File: config.mk
export PLATFORM = sky130hd
export DESIGN_NAME = ascii_to_scancode_translator_core
export DESIGN_NICKNAME = d
export VERILOG_FILES = /design/src/sv/a2s_pkg.sv /design/src/sv/a2s_engine.sv /design/src/sv/a2s_skid.sv /design/src/sv/ascii_to_scancode_translator_core.sv
export VERILOG_INCLUDE_DIRS = /design/src /design/src/sv
export SDC_FILE = /design/constraint.sdc
export NUM_CORES = 1
export LEC_CHECK = 0
export BUFFER_PORTS_ARGS = -buffer_cell sky130_fd_sc_hd__buf_2
export CAP_MARGIN = 10
export CORE_MARGIN = 2
export CORE_UTILIZATION = 60
export DETAILED_ROUTE_END_ITERATION = 12
export HOLD_SLACK_MARGIN = 0.08
export PLACE_DENSITY = 0.85
export SYNTH_ARGS = -nofsm -noshare
export SYNTH_HDL_FRONTEND = slang
export SYNTH_SLANG_ARGS = --single-unit
File: constraint.sdc
create_clock -name clock -period 6.7 [get_ports clock]
set_clock_uncertainty 0.1 [all_clocks]
set_input_delay 0.67 -clock clock [delete_from_list [all_inputs] [get_ports clock]]
set_output_delay 0.67 -clock clock [all_outputs]
set_load 0.005 [all_outputs]
File: src/sv/ascii_to_scancode_translator_core_defines.svh
// assertion macros used by the translator rtl
`ifndef ASCII_TO_SCANCODE_TRANSLATOR_CORE_DEFINES_SVH
`define ASCII_TO_SCANCODE_TRANSLATOR_CORE_DEFINES_SVH

// same-cycle implication, checked outside reset
`define A2S_ASSERT_NOW(label, ante, cons) \
   label: assert property (@(posedge clock) disable iff (reset) (ante) |-> (cons)) \
      else $error("a2s assertion failed");

// next-cycle implication, checked outside reset
`define A2S_ASSERT_NEXT(label, ante, cons) \
   label: assert property (@(posedge clock) disable iff (reset) (ante) |=> (cons)) \
      else $error("a2s assertion failed");

`endif

File: src/sv/a2s_pkg.sv
// types, constants and lookup functions for the ascii to scan code translator
package a2s_pkg;

   // result transfer payload
   typedef struct packed {
      logic       kind;
      logic [7:0] key_code;
      logic       odd_parity;
      logic [3:0] delay_units;
   } result_type;

   localparam logic       KIND_KEY   = 1'b0;
   localparam logic       KIND_DELAY = 1'b1;

   localparam logic [7:0] CARET        = 8'h5E;
   localparam logic [7:0] EXECUTE_CODE = 8'hB2;

   // named key codes reachable through an escape
   localparam logic [7:0] KEY_LEFT    = 8'h34;
   localparam logic [7:0] KEY_RIGHT   = 8'hB4;
   localparam logic [7:0] KEY_UP      = 8'hDF;
   localparam logic [7:0] KEY_DOWN    = 8'h4F;
   localparam logic [7:0] KEY_HOLD    = 8'h36;
   localparam logic [7:0] KEY_ATTN    = 8'hB6;
   localparam logic [7:0] KEY_CMD_A   = 8'h96;
   localparam logic [7:0] KEY_CMD_P   = 8'h91;
   localparam logic [7:0] KEY_CMD_M   = 8'h93;
   localparam logic [7:0] KEY_CMD_S   = 8'h95;
   localparam logic [7:0] KEY_NONE    = 8'h00;

   // lower half of the scan code rom; upper half is all zero
   localparam logic [7:0] SCAN_ROM [128] = '{
      8'h00,8'hDF,8'h91,8'h00,8'h00,8'h00,8'h00,8'h93,
      8'h34,8'h00,8'hB2,8'h00,8'h36,8'hB2,8'h00,8'h34,
      8'hB4,8'h00,8'h96,8'h00,8'h95,8'h00,8'h00,8'h00,
      8'h00,8'h00,8'h4F,8'hB6,8'h00,8'h00,8'h00,8'h00,
      8'h39,8'h00,8'h4C,8'h30,8'h4B,8'h00,8'h4A,8'hFA,
      8'h3A,8'hBA,8'h9D,8'h99,8'hF9,8'h9B,8'h89,8'h00,
      8'h8F,8'h4D,8'h0F,8'hCF,8'hAF,8'h2F,8'hEF,8'h6F,
      8'h7F,8'hFF,8'h88,8'hF8,8'hCE,8'h32,8'h6E,8'h0C,
      8'h70,8'h0B,8'hE9,8'hA9,8'hAB,8'hAD,8'h2B,8'hEB,
      8'h6B,8'hFD,8'h7B,8'hFB,8'h8B,8'h79,8'h69,8'h8D,
      8'h3D,8'h0D,8'h2D,8'hCB,8'hED,8'h7D,8'h29,8'hCD,
      8'hC9,8'h6D,8'h09,8'h00,8'h00,8'h00,8'h00,8'h00,
      8'h00,8'h0B,8'hE9,8'hA9,8'hAB,8'hAD,8'h2B,8'hEB,
      8'h6B,8'hFD,8'h7B,8'hFB,8'h8B,8'h79,8'h69,8'h8D,
      8'h3D,8'h0D,8'h2D,8'hCB,8'hED,8'h7D,8'h29,8'hCD,
      8'hC9,8'h6D,8'h09,8'h00,8'h00,8'h00,8'h96,8'h34
   };

   function automatic logic [7:0] scan_lookup(input logic [7:0] ch);
      scan_lookup = ch[7] ? 8'h00 : SCAN_ROM[ch[6:0]];
   endfunction

   // key result with odd parity over the code
   function automatic result_type key_result(input logic [7:0] code);
      result_type r;
      r.kind        = KIND_KEY;
      r.key_code    = code;
      r.odd_parity  = ^code;
      r.delay_units = 4'd0;
      key_result = r;
   endfunction

endpackage

File: src/sv/a2s_engine.sv
// escape state and byte translation, one accepted byte per cycle
module a2s_engine import a2s_pkg::*; (
   input  logic       clock,
   input  logic       reset,
   input  logic       accept,
   input  logic [7:0] rx_byte,
   output logic       push,
   output result_type result
);

   logic       escape_ff, escape_in;
   logic [1:0] held_ff, held_in;
   logic [7:0] first_ff, first_in;
   logic [7:0] second_ff, second_in;
   logic       newline_ff, newline_in;

   logic [7:0] code;
   logic       is_caret;

   assign code     = scan_lookup(rx_byte);
   assign is_caret = (rx_byte == CARET);

   // next state and result for the byte at the input
   always_comb begin
      escape_in  = escape_ff;
      held_in    = held_ff;
      first_in   = first_ff;
      second_in  = second_ff;
      newline_in = newline_ff;
      push       = 1'b0;
      result     = key_result(KEY_NONE);
      if (escape_ff) begin
         // hold the first two bytes, closing caret included
         if (held_ff == 2'd0) begin
            first_in = rx_byte;
            held_in  = 2'd1;
         end else if (held_ff == 2'd1) begin
            second_in = rx_byte;
            held_in   = 2'd2;
         end
         if (is_caret) begin
            escape_in = 1'b0;
            held_in   = 2'd0;
            push      = 1'b1;
            case (first_in)
               "L": if (second_in == "E") result = key_result(KEY_LEFT);
                    else push = 1'b0;
               "R": if (second_in == "I") result = key_result(KEY_RIGHT);
                    else push = 1'b0;
               "U": if (second_in == "P") result = key_result(KEY_UP);
                    else push = 1'b0;
               "H": if (second_in == "O") result = key_result(KEY_HOLD);
                    else push = 1'b0;
               "A": if (second_in == "T") result = key_result(KEY_ATTN);
                    else push = 1'b0;
               "D": begin
                  if (second_in == "O") begin
                     result = key_result(KEY_DOWN);
                  end else if (second_in inside {["1":"9"]}) begin
                     result.kind        = KIND_DELAY;
                     result.key_code    = 8'h00;
                     result.odd_parity  = 1'b0;
                     result.delay_units = second_in[3:0];
                  end else begin
                     push = 1'b0;
                  end
               end
               "E": begin
                  case (second_in)
                     "X": result = key_result(EXECUTE_CODE);
                     "0": newline_in = 1'b0;
                     "1": newline_in = 1'b1;
                     default: push = 1'b0;
                  endcase
               end
               "C": begin
                  case (second_in)
                     "A": result = key_result(KEY_CMD_A);
                     "P": result = key_result(KEY_CMD_P);
                     "M": result = key_result(KEY_CMD_M);
                     "S": result = key_result(KEY_CMD_S);
                     default: push = 1'b0;
                  endcase
               end
               default: push = 1'b0;
            endcase
         end
      end else begin
         // normal mode: rom lookup, execute gated by translation flag, caret opens an escape
         if (code == EXECUTE_CODE && !newline_ff) begin
            push = 1'b0;
         end else if (code == 8'h00) begin
            if (is_caret) begin
               escape_in = 1'b1;
               held_in   = 2'd0;
            end
         end else begin
            push   = 1'b1;
            result = key_result(code);
         end
      end
      push = push & accept;
   end

   // control state
   always_ff @(posedge clock) begin
      if (reset) begin
         escape_ff  <= 1'b0;
         held_ff    <= 2'd0;
         newline_ff <= 1'b1;
      end else if (accept) begin
         escape_ff  <= escape_in;
         held_ff    <= held_in;
         newline_ff <= newline_in;
      end
   end

   // held escape characters, undefined until written
   always_ff @(posedge clock) begin
      if (accept) begin
         first_ff  <= first_in;
         second_ff <= second_in;
      end
   end

endmodule

File: src/sv/a2s_skid.sv
// two-entry result register with skid stage
`include "ascii_to_scancode_translator_core_defines.svh"
module a2s_skid import a2s_pkg::*; (
   input  logic       clock,
   input  logic       reset,
   input  logic       push,
   input  result_type push_data,
   output logic       full,
   output logic       out_valid,
   input  logic       out_stall,
   output result_type out_data
);

   logic       main_valid_ff, skid_valid_ff;
   result_type main_ff, skid_ff;
   logic       pop;

   assign pop       = main_valid_ff & ~out_stall;
   assign full      = skid_valid_ff;
   assign out_valid = main_valid_ff;
   assign out_data  = main_ff;

   // valid bits
   always_ff @(posedge clock) begin
      if (reset) begin
         main_valid_ff <= 1'b0;
         skid_valid_ff <= 1'b0;
      end else if (skid_valid_ff) begin
         if (pop) skid_valid_ff <= 1'b0;
      end else if (main_valid_ff && !pop) begin
         if (push) skid_valid_ff <= 1'b1;
      end else begin
         main_valid_ff <= push;
      end
   end

   // payload
   always_ff @(posedge clock) begin
      if (skid_valid_ff) begin
         if (pop) main_ff <= skid_ff;
      end else if (main_valid_ff && !pop) begin
         if (push) skid_ff <= push_data;
      end else if (push) begin
         main_ff <= push_data;
      end
   end

   `A2S_ASSERT_NOW(skid_needs_main, skid_valid_ff, main_valid_ff)
   `A2S_ASSERT_NOW(no_push_when_full, push, !skid_valid_ff)
   `A2S_ASSERT_NEXT(stalled_result_kept, main_valid_ff && out_stall, main_valid_ff)
   `A2S_ASSERT_NEXT(skid_drains_first, skid_valid_ff && pop, main_ff == $past(skid_ff))

endmodule

File: src/sv/ascii_to_scancode_translator_core.sv
// top level of the ascii to scan code translator
//
//   channel   direction  payload                                         flow
//   req_      in         rx_byte                                         valid / stall
//   rsp_      out        kind, key_code, odd_parity, delay_units         valid / stall
//
// one byte is accepted per cycle unless stalled; its result (if any) is registered
// the escape decode and rom lookup sit between the byte input and the result register
// a skid entry behind the result register keeps req_ open one extra transfer under stall
// req_stall rises only while both result entries hold data
// synchronous reset clears escape state and turns newline translation on
module ascii_to_scancode_translator_core import a2s_pkg::*; (
   input  logic       clock,
   input  logic       reset,
   input  logic       req_valid,
   output logic       req_stall,
   input  logic [7:0] req_rx_byte,
   output logic       rsp_valid,
   input  logic       rsp_stall,
   output logic       rsp_kind,
   output logic [7:0] rsp_key_code,
   output logic       rsp_odd_parity,
   output logic [3:0] rsp_delay_units
);

   logic       accept;
   logic       push;
   result_type result;
   result_type out_data;

   assign accept = req_valid & ~req_stall;

   // translation
   a2s_engine u_engine (
      .clock   (clock),
      .reset   (reset),
      .accept  (accept),
      .rx_byte (req_rx_byte),
      .push    (push),
      .result  (result)
   );

   // result buffering
   a2s_skid u_skid (
      .clock     (clock),
      .reset     (reset),
      .push      (push),
      .push_data (result),
      .full      (req_stall),
      .out_valid (rsp_valid),
      .out_stall (rsp_stall),
      .out_data  (out_data)
   );

   assign rsp_kind        = out_data.kind;
   assign rsp_key_code    = out_data.key_code;
   assign rsp_odd_parity  = out_data.odd_parity;
   assign rsp_delay_units = out_data.delay_units;

endmodule

==> qor.json <==
{
  "timing.fmax": {"value": 194, "unit": "MHz"},
  "setup_violations": {"value": 0},
  "layout-area-overhead-vs-synth": {"value": 5.36, "unit": "%"},
  "min-delay-path-class": {"value": "reg -> reg"},
  "synth_flop_cell": {"value": "sky130_fd_sc_hd__edfxtp_1"},
  "antenna_cells": {"value": 0},
  "status": {"value": "finished clean"},
  "die_x": {"value": 90.0, "unit": "um"},
  "place_hpwl": {"value": 9070, "unit": "um"},
  "cts_tree": {"value": "done"},
  "synthesis.area_per_instance": {"value": 8.74, "unit": "um^2"},
  "yosys.cell_count.top_type": {"value": "sky130_fd_sc_hd__nand2_1"},
  "worst_path_largest_cell_delay": {"value": 0.73, "unit": "ns"},
  "cts_made_buffers": {"value": 5},
  "leakage": {"value": 1.67, "unit": "nW"},
  "cells_along_the_critical_path": {"value": "buf_2 -> inv_1 -> ha_1 -> mux2i_1 -> nand2_1 -> a31oi_1 -> a21oi_1 -> o311ai_0 -> ha_1 -> and4_1 -> nor2_1 -> o21ai_1 -> nand3_1 -> nor4b_1 -> o31ai_2"},
  "drcViolationCount": {"value": 0},
  "setup.worst_path.end_class": {"value": "register"},
  "accumulated_negative_setup_slack": {"value": 0, "unit": "ns"},
  "gr-usage-all-layers": {"value": 30.2, "unit": "%"},
  "grt_max_degree": {"value": 44},
  "tightest_slew": {"value": 1.11, "unit": "ns"},
  "synthArstFlopShare": {"value": 0, "unit": "%"},
  "start_util": {"value": 61.5, "unit": "%"},
  "dp.cells": {"value": 601},
  "grt_pass1_wl": {"value": 20000, "unit": "um"},
  "post_synth_most_frequent_cells": {"value": "47 x sky130_fd_sc_hd__nand2_1, 44 x sky130_fd_sc_hd__edfxtp_1, 37 x sky130_fd_sc_hd__nor2_1"},
  "crit_path_frequent_cell": {"value": "sky130_fd_sc_hd__ha_1"},
  "post_cts_resized": {"value": 0},
  "worst_slew_margin_rel": {"value": 25.6, "unit": "%"},
  "crit_buf_inv": {"value": 2},
  "crit_type": {"value": "in -> reg"},
  "final_min_period_over_clock_period": {"value": 76.8, "unit": "%"},
  "drtAntennaViolNets": {"value": 0},
  "cp_data_required_time": {"value": 6.57, "unit": "ns"},
  "synth.top_cells.by_area": {"value": "sky130_fd_sc_hd__edfxtp_1 30%, sky130_fd_sc_hd__mux2_2 4.3%, sky130_fd_sc_hd__ha_1 4.2%, sky130_fd_sc_hd__nand2_1 4.0%, sky130_fd_sc_hd__mux2i_1 3.4%"},
  "antenna_violations_before_repair": {"value": 0},
  "mappedNetlistArea": {"value": 4440, "unit": "um^2"},
  "portBuffers": {"value": 27},
  "number_of_flops_mapped_to_enable_cells_by_yosys": {"value": 44},
  "power.density": {"value": 163, "unit": "nW/um^2"},
  "clk_latency": {"value": 0.31, "unit": "ns"},
  "layout.nets": {"value": 536},
  "grt_pass1_vias": {"value": 3841},
  "finalWorstPathRequiredPeriod": {"value": 5.14, "unit": "ns"},
  "timing_max_transition_violations_final": {"value": 0},
  "crit_family": {"value": "compound AO/OA/AOI/OAI gates"},
  "core.rowCount": {"value": 31},
  "synth.net_count": {"value": 535},
  "maxCapViolations": {"value": 0},
  "cts.sinks": {"value": 50},
  "cts.hold.buffers_added": {"value": 0},
  "post_synth_inst_count": {"value": 508},
  "synth.yosys.seq_area_share": {"value": 32.5, "unit": "%"},
  "globalplace.congestion": {"value": 0.986},
  "coreArea": {"value": 7210, "unit": "um^2"},
  "final-hold-violation-count": {"value": 0},
  "number_of_h_tree_levels": {"value": 2},
  "synth_cell_types": {"value": 73},
  "path_clk_slew": {"value": 0.10, "unit": "ns"},
  "detailed_route_wire_length": {"value": 12300, "unit": "um"},
  "detailedRoute.firstIterationViolations": {"value": 544},
  "grt_overflow_total": {"value": 0},
  "ios": {"value": 28},
  "worst_path_maximum_fanout": {"value": 17},
  "vdd.ir_drop.worst": {"value": 0.0000863, "unit": "V"},
  "clock_path_buffers": {"value": 2},
  "clock-root-buffer": {"value": "sky130_fd_sc_hd__clkbuf_8"},
  "chipHeight": {"value": 90.0, "unit": "um"},
  "grt_setup_unrepaired": {"value": "no"},
  "yosys.area.top_type_share": {"value": 29.8, "unit": "%"},
  "drive_above_1_share": {"value": 15.5, "unit": "%"},
  "detailedRoute.firstPassIterationCount": {"value": 5},
  "critPathLaunchType": {"value": "primary input"},
  "synth_seq_cells": {"value": 50},
  "post_cts.repair.setup_buffers": {"value": 0},
  "die_area": {"value": 8100, "unit": "um^2"},
  "detail_route.wl_per_cell": {"value": 20.2, "unit": "um"},
  "finish.utilization": {"value": 64.8, "unit": "%"},
  "yosysWarnings": {"value": 0},
  "viasPerCell": {"value": 6.88},
  "post_layout_nonfiller_instances": {"value": 609},
  "yosys.area.top_type": {"value": "sky130_fd_sc_hd__edfxtp_1"},
  "crit_path_top_delay_cell": {"value": "sky130_fd_sc_hd__nor4b_1"},
  "cp_data_arrival_time": {"value": 5.01, "unit": "ns"},
  "number_of_vias_in_the_routed_layout": {"value": 4190}
}
## flip-flops by register name (all words and copies together), names as in the netlist, 2 cells and up
| signal | flops |
|---|---|
| u_engine.first_ff | 8 |
| u_engine.held_ff | 2 |
| u_engine.second_ff | 8 |
| u_skid.out_data | 14 |
| u_skid.skid_ff | 14 |
## layout by cell type (no fill, tap or decap), types with 7 or more instances in the layout
cell                        n
sky130_fd_sc_hd__nor2b_1   11
sky130_fd_sc_hd__nor2_1    37
sky130_fd_sc_hd__inv_1     23
sky130_fd_sc_hd__a21oi_1   21
sky130_fd_sc_hd__nand2b_1  22
sky130_fd_sc_hd__nand3_1   14
sky130_fd_sc_hd__o211ai_1   8
sky130_fd_sc_hd__buf_2     27
sky130_fd_sc_hd__o22ai_1    9
sky130_fd_sc_hd__nand2_1   47
sky130_fd_sc_hd__nand4_1    9
sky130_fd_sc_hd__ha_1      15
sky130_fd_sc_hd__o221ai_1   7
sky130_fd_sc_hd__nor3_1     8
sky130_fd_sc_hd__xnor2_1    7
sky130_fd_sc_hd__or3_1      8
sky130_fd_sc_hd__edfxtp_1  44
sky130_fd_sc_hd__mux2i_1   15
sky130_fd_sc_hd__o21ai_0   28
sky130_fd_sc_hd__a31oi_1    9
sky130_fd_sc_hd__mux2_2    17
## worst min-delay path: stages (launching register included)
cell and delay [ns]:
sky130_fd_sc_hd__edfxtp_1 0.33, sky130_fd_sc_hd__nand2_1 0.07, sky130_fd_sc_hd__o31ai_2 0.06
## through the flow
step	worst slack [ns]	hold WS (ns)	power (mW)	instance area [um^2]
after floorplan	1.47	0.363	0.505	4440
after global placement	1.49	0.412	0.554	4570
after detailed placement	1.28	0.435	0.561	4570
after CTS	1.62	0.458	0.762	4680
after global routing	1.16	0.477	0.795	4680
final	1.56	0.456	0.763	4680
## cell families after synthesis
| kind of cell | after synthesis | share of synthesized area [%] |
|---|---|---|
| buf+inv | 63 | 5.95 |
| fa+ha+maj | 15 | 4.23 |
| xor+xnor | 7 | 1.38 |
| simple gates | 195 | 23.2 |
| mux | 37 | 10.1 |
| flops | 50 | 32.5 |
| compound gates | 141 | 22.7 |
## where the power goes
group,internal (mW),switching (mW)
clock network,0.0971,0.108
logic,0.0734,0.114
registers,0.363,0.00760
## final timing paths
check	start	end	slack, ns	cells after the start
worst max-delay path	req_rx_byte[1]	u_skid.out_data[4]	1.56	15
worst min-delay path	u_skid.skid_ff[3]	u_skid.out_data[3]	0.46	2
worst max register to register	u_engine.held_ff[1]	u_skid.out_data[4]	2.15	6
worst min register to register	u_skid.skid_ff[3]	u_skid.out_data[3]	0.46	2
## final cells by class
cell class | count | area [um^2]
fill | 617 | 2540
inverter | 27 | 101
multi-input combinational | 395 | 2740
sequential | 50 | 1440
clock buffer | 6 | 93.8
timing repair buffer | 30 | 158
tap | 99 | 124
clock inverter | 2 | 13.8
## routing by layer
metal  track usage (%)  up-vias  wire, um
li1                  -     1922         -
met5                 0        -         0
met3              4.02       41      1140
met1              42.5     1957      5200
met4              7.95        0       366
met2              49.3      270      5610
Power figures use the tool's default switching activity.
